--- config.mk ---
export PLATFORM = sky130hd
export DESIGN_NAME = mse_queue
export DESIGN_NICKNAME = d
export VERILOG_FILES = /design/src/hdl/merge_sort_engine_defines.svh /design/src/hdl/mse_pkg.sv /design/src/hdl/mse_queue.sv
export SDC_FILE = /design/constraint.sdc
export NUM_CORES = 1
export LEC_CHECK = 0
export BUFFER_PORTS_ARGS = -buffer_cell sky130_fd_sc_hd__buf_2
export CORE_MARGIN = 8
export CORE_UTILIZATION = 51
export CTS_BUF_LIST = sky130_fd_sc_hd__clkbuf_16
export DETAILED_ROUTE_END_ITERATION = 6
export PLACE_DENSITY = 0.78
export SYNTH_ARGS = -nofsm -noshare
export SYNTH_HDL_FRONTEND = slang
export SYNTH_SLANG_ARGS = --single-unit
--- constraint.sdc ---
create_clock -name clock -period 3.9 [get_ports clock]
set_input_delay 1.17 -clock clock [delete_from_list [all_inputs] [get_ports clock]]
set_output_delay 1.17 -clock clock [all_outputs]
set_load 0.01 [all_outputs]
--- src/hdl/merge_sort_engine_defines.svh ---
// Assertion macros shared by the merge sort engine modules
`ifndef MERGE_SORT_ENGINE_DEFINES_SVH
`define MERGE_SORT_ENGINE_DEFINES_SVH
`ifndef NO_ASSERTIONS
`define MSE_ASSERT(label, clk, rst, prop, msg) \
   label: assert property (@(posedge clk) disable iff (rst) prop) else $error(msg);
`define MSE_ASSERT_ALWAYS(label, clk, prop, msg) \
   label: assert property (@(posedge clk) prop) else $error(msg);
`else
`define MSE_ASSERT(label, clk, rst, prop, msg)
`define MSE_ASSERT_ALWAYS(label, clk, prop, msg)
`endif
`endif

--- src/hdl/mse_pkg.sv ---
// Types and constants of the merge sort engine
package mse_pkg;
   localparam int ValueWidth = 32;
   typedef logic signed [ValueWidth-1:0] value_type;
   // request as queued between front and back
   typedef struct packed {
      value_type value;
      logic      last;
   } req_item_type;
   // result item
   typedef struct packed {
      value_type sorted_value;
      logic      final_res;
      logic      overflowed;
   } rsp_item_type;
endpackage

--- src/hdl/mse_queue.sv ---
// Short request queue between the front and back parts
module mse_queue import mse_pkg::*; #(
   parameter int Depth = 2
) (
   input  logic         clock,
   input  logic         reset,
   input  logic         push,
   input  req_item_type push_data,
   output logic         full,
   input  logic         pop,
   output req_item_type pop_data,
   output logic         not_empty
);
   localparam int AW = (Depth > 1) ? $clog2(Depth) : 1;
   req_item_type       slot_ff [Depth];
   logic [AW-1:0]      wp_ff, wp_in, rp_ff, rp_in;
   logic [AW:0]        cnt_ff, cnt_in;

   assign full      = (cnt_ff == (AW+1)'(Depth));
   assign not_empty = (cnt_ff != '0);
   assign pop_data  = slot_ff[rp_ff];

   // advance pointers
   always_comb begin
      wp_in  = wp_ff;
      rp_in  = rp_ff;
      cnt_in = cnt_ff;
      if (push) begin
         wp_in = (wp_ff == AW'(Depth-1)) ? '0 : wp_ff + 1'b1;
      end
      if (pop) begin
         rp_in = (rp_ff == AW'(Depth-1)) ? '0 : rp_ff + 1'b1;
      end
      if (push && !pop) begin
         cnt_in = cnt_ff + 1'b1;
      end else if (pop && !push) begin
         cnt_in = cnt_ff - 1'b1;
      end
   end

   always_ff @(posedge clock) begin
      if (reset) begin
         wp_ff  <= '0;
         rp_ff  <= '0;
         cnt_ff <= '0;
      end else begin
         wp_ff  <= wp_in;
         rp_ff  <= rp_in;
         cnt_ff <= cnt_in;
      end
      if (push) begin
         slot_ff[wp_ff] <= push_data;
      end
   end
endmodule

==> run summary <==
The run finished with clean final reports. The area growth from synthesis to layout is 26.6%. The proportion of layout cells with a drive suffix above 1 is 0.562, and the worst slew slack as a fraction of its limit is 0.347.

The worst-case IR drop observed on VDD is 257 uV. The initial core utilization came out at 0.517. TritonCTS built the clock tree.

The startpoint identified for the worst register-to-register timing path is wp_ff. The ratio of routed vias to standard cells is 4.79, and the depth of the most critical reg-to-reg path is 2. Dividing the detail-routed wire length by the instance count gives 16.3 um. The tools report the number of warnings issued by yosys as 0. The worst setup path is of the reg -> out kind.

The number of buffers added on ports came out at 71. CTS saw 71 sinks. The insertion delay of the later-clocked pin in the worst-skew pair was 0.31 ns. The tools report the element type at the critical path end as an output port. Across the run, the number of max-cap violations was 0. The endpoint of the worst hold path was cnt_ff[1]. The worst register-to-register path ends at slot_ff[1][23]. Number of detailed-route iterations in the first pass: 6.

Sorting the synthesized cells by how often they occur yields sky130_fd_sc_hd__edfxtp_1 (66), sky130_fd_sc_hd__mux2_2 (33), sky130_fd_sc_hd__dfxtp_1 (5). DRC violation count after routing: 0. Routability-driven placement finished with a final weighted congestion of 0.654. For the register-to-register path setup slack, the log shows 2.19 ns. The tools report the starting DRC count in detailed routing as 58.

In the final design database the tool counted 243 nets. The total setup violations reported at the end of the flow came out at 0. The worst setup path is launched from a register. At the pin with the least slew margin, the transition time is 0.977 ns. The total length of routed wires was 4570 um; the share of the yosys chip area belonging to registers was 0.803. The worst hold path passes through 2 cells.

Pin placement for this block handled 72 I/O pins. The first-pass GRT wire length was 6980 um. The run gives 0 as the count of inserted antenna diode cells.

Post-CTS timing repair inserted 0 buffers for setup. The die is 87.3 um tall. The number of instances in the synthesized netlist was 125; the buffer depth of the longest clock path was 2. Pin count of the biggest net entering global routing: 34.

Adding up every negative setup slack in the final design gives 0 ns. After legalization and detailed placement, the total HPWL measured 3120 um. The synthesis-stage register bit count is 71, and the highest net fanout along the worst path is 28. Summed over all cells, the static leakage comes to 1.28 nW. The count of final max-slew check failures came out at 0. A synthesized cell averages 20.7 um^2.

Summing every instance area after synthesis gives 2590 um^2. The total area inside the core boundary comes to 5010 um^2. Summing over every cut layer, the via total after detailed routing is 1340. Launch point of the worst hold path: cnt_ff[1]. The final hold violation count is 0, and the final worst-path cycle share is 0.734.

Global routing finished with a remaining overflow of 0. The H-tree generated during clock tree synthesis spans 3 levels. In this run, CTS created clock tree buffers numbering 9.

Sorting the synthesized cells by area gives the leading types as sky130_fd_sc_hd__edfxtp_1 (76%), sky130_fd_sc_hd__mux2_2 (14%), sky130_fd_sc_hd__dfxtp_1 (3.9%). Among all flip-flop cells after synthesis, the most frequent one is sky130_fd_sc_hd__edfxtp_1. Counting I/O delays and the setup requirement, the final critical path takes 2.86 ns. Buffer type at the clock tree root: sky130_fd_sc_hd__clkbuf_16. Once the clock tree was built, the resizer swapped 0 gates to a different size. Counting every net in the synthesized netlist gives 163. The tools report the number of different library cells in the post-synthesis netlist as 17.

The share of async-settable or async-resettable flops after synthesis is 0, and the total number of placement rows is 26. The detail route stage leaves a number of antenna-violating nets equal to 0. The clock-pin slew on the worst setup and hold paths came out at 0.05 ns. The logs give 1460 for the via count of the first global-routing pass and 0.501 ns for the worst hold margin.

The proportion of netlist area held by the largest area contributor was 0.765; the number of antenna violations at the first check in global routing was 0. Area of the die: 7620 um^2. The library cell with the largest summed area after synthesis is sky130_fd_sc_hd__edfxtp_1.

The clock arrives with 0.00574 ns of skew. The cell with the most instances after synthesis was sky130_fd_sc_hd__edfxtp_1. The x dimension of the die was 87.3 um; the number of enable-type register cells in the synthesized netlist was 66. The upper clock frequency limit was 349 MHz. The global router's overall resource usage was 0.126; the endpoint arrival time on the critical path was 1.69 ns.

The min-delay analysis places its worst path in the category reg -> reg. After clock tree synthesis, the flow added hold-fix buffers numbering 0. Setup repair after global routing left no endpoint under its margin. The data required time at the worst endpoint was 2.73 ns; the power density over the cells was 535 nW/um^2.
==> cell type report <==
type                    count  area (um^2)
flip-flops and latches     71         2080
fillers                   369         1730
multi-input cells          49          485
repair buffers             73          370
clock buffers               9          225
well taps                  70         87.6
clock inverters             7         26.3
inverters                   1         3.75
==> worst max-delay path, stage by stage, from the launching register on <==
cell and delay [ns]:
sky130_fd_sc_hd__dfxtp_1 0.45, sky130_fd_sc_hd__buf_4 0.40, sky130_fd_sc_hd__mux2_2 0.39, sky130_fd_sc_hd__buf_2 0.14
==> cell usage in the layout, fill, tap and decap left out <==
cell type | synthesis | routed
sky130_fd_sc_hd__a21oi_1 | 1 | 1
sky130_fd_sc_hd__and2_1 | 1 | 1
sky130_fd_sc_hd__and2b_2 | 1 | 1
sky130_fd_sc_hd__buf_2 | 1 | 71
sky130_fd_sc_hd__buf_4 | 3 | 2
sky130_fd_sc_hd__clkbuf_16 | 0 | 9
sky130_fd_sc_hd__clkinv_1 | 0 | 2
sky130_fd_sc_hd__dfxtp_1 | 5 | 5
sky130_fd_sc_hd__edfxtp_1 | 66 | 66
sky130_fd_sc_hd__ha_1 | 1 | 1
sky130_fd_sc_hd__inv_1 | 1 | 6
sky130_fd_sc_hd__mux2_2 | 33 | 33
sky130_fd_sc_hd__nor2_1 | 4 | 4
sky130_fd_sc_hd__nor2b_4 | 0 | 1
sky130_fd_sc_hd__o21ai_0 | 1 | 1
sky130_fd_sc_hd__or2_2 | 1 | 1
sky130_fd_sc_hd__or3_1 | 1 | 1
sky130_fd_sc_hd__xnor2_1 | 2 | 2
sky130_fd_sc_hd__xor2_1 | 2 | 2
==> cells by family after synthesis <==
family,after synthesis,share of synthesized area
xor+xnor,4,0.0135
simple gates,9,0.0188
mux,33,0.143
buf+inv,5,0.0121
flops,71,0.803
fa+ha+maj,1,0.00483
compound gates,2,0.00386
==> layer usage <==
metal	GRT usage	part of all wire	wire length (um)
met2	0.213	0.53	2440
met3	0.0302	0.042	194
met1	0.133	0.41	1860
met4	0.0891	0.019	85
met5	0	0	0
==> power breakdown <==
group | internal [W] | total, W | switching [W]
Sequential | 0.000889 | 0.000904 | 0.0000155
Combinational | 0.0000896 | 0.000185 | 0.0000951
Clock | 0.000413 | 0.000667 | 0.000255
Total | 0.00139 | 0.00176 | 0.000365
==> flip-flops by register name, indices dropped and copies added, names as in the netlist, named ones only <==
signal and count:
cnt_ff 2, rp_ff 1, slot_ff 66, wp_ff 1
==> worst max path at each step <==
stage | start | endpoint | slack [ns] | cells after the start
CTS | register | pop_data[24] | 0.98 | 3
detailed placement | push | slot_ff[1][32] | 1.28 | 3
floorplan | push | slot_ff[0][0] | 0.81 | 1
global placement | push | slot_ff[1][18] | 1.35 | 3
global route | register | pop_data[24] | 0.91 | 3
finish | register | pop_data[7] | 1.04 | 3
==> stage by stage <==
stage,utilization,instance area [um^2],std cells,power (W),worst slack [ns]
floorplan,-,2590,125,0.00103,0.813
CTS,0.655,3280,280,0.00178,0.985
detailed placement,0.605,3030,264,0.00111,1.28
global placement,0.605,3030,264,0.00110,1.35
global route,0.655,3280,280,0.00182,0.915
finish,0.655,3280,280,0.00176,1.04
Note: power is estimated with default switching activity, not from simulation.
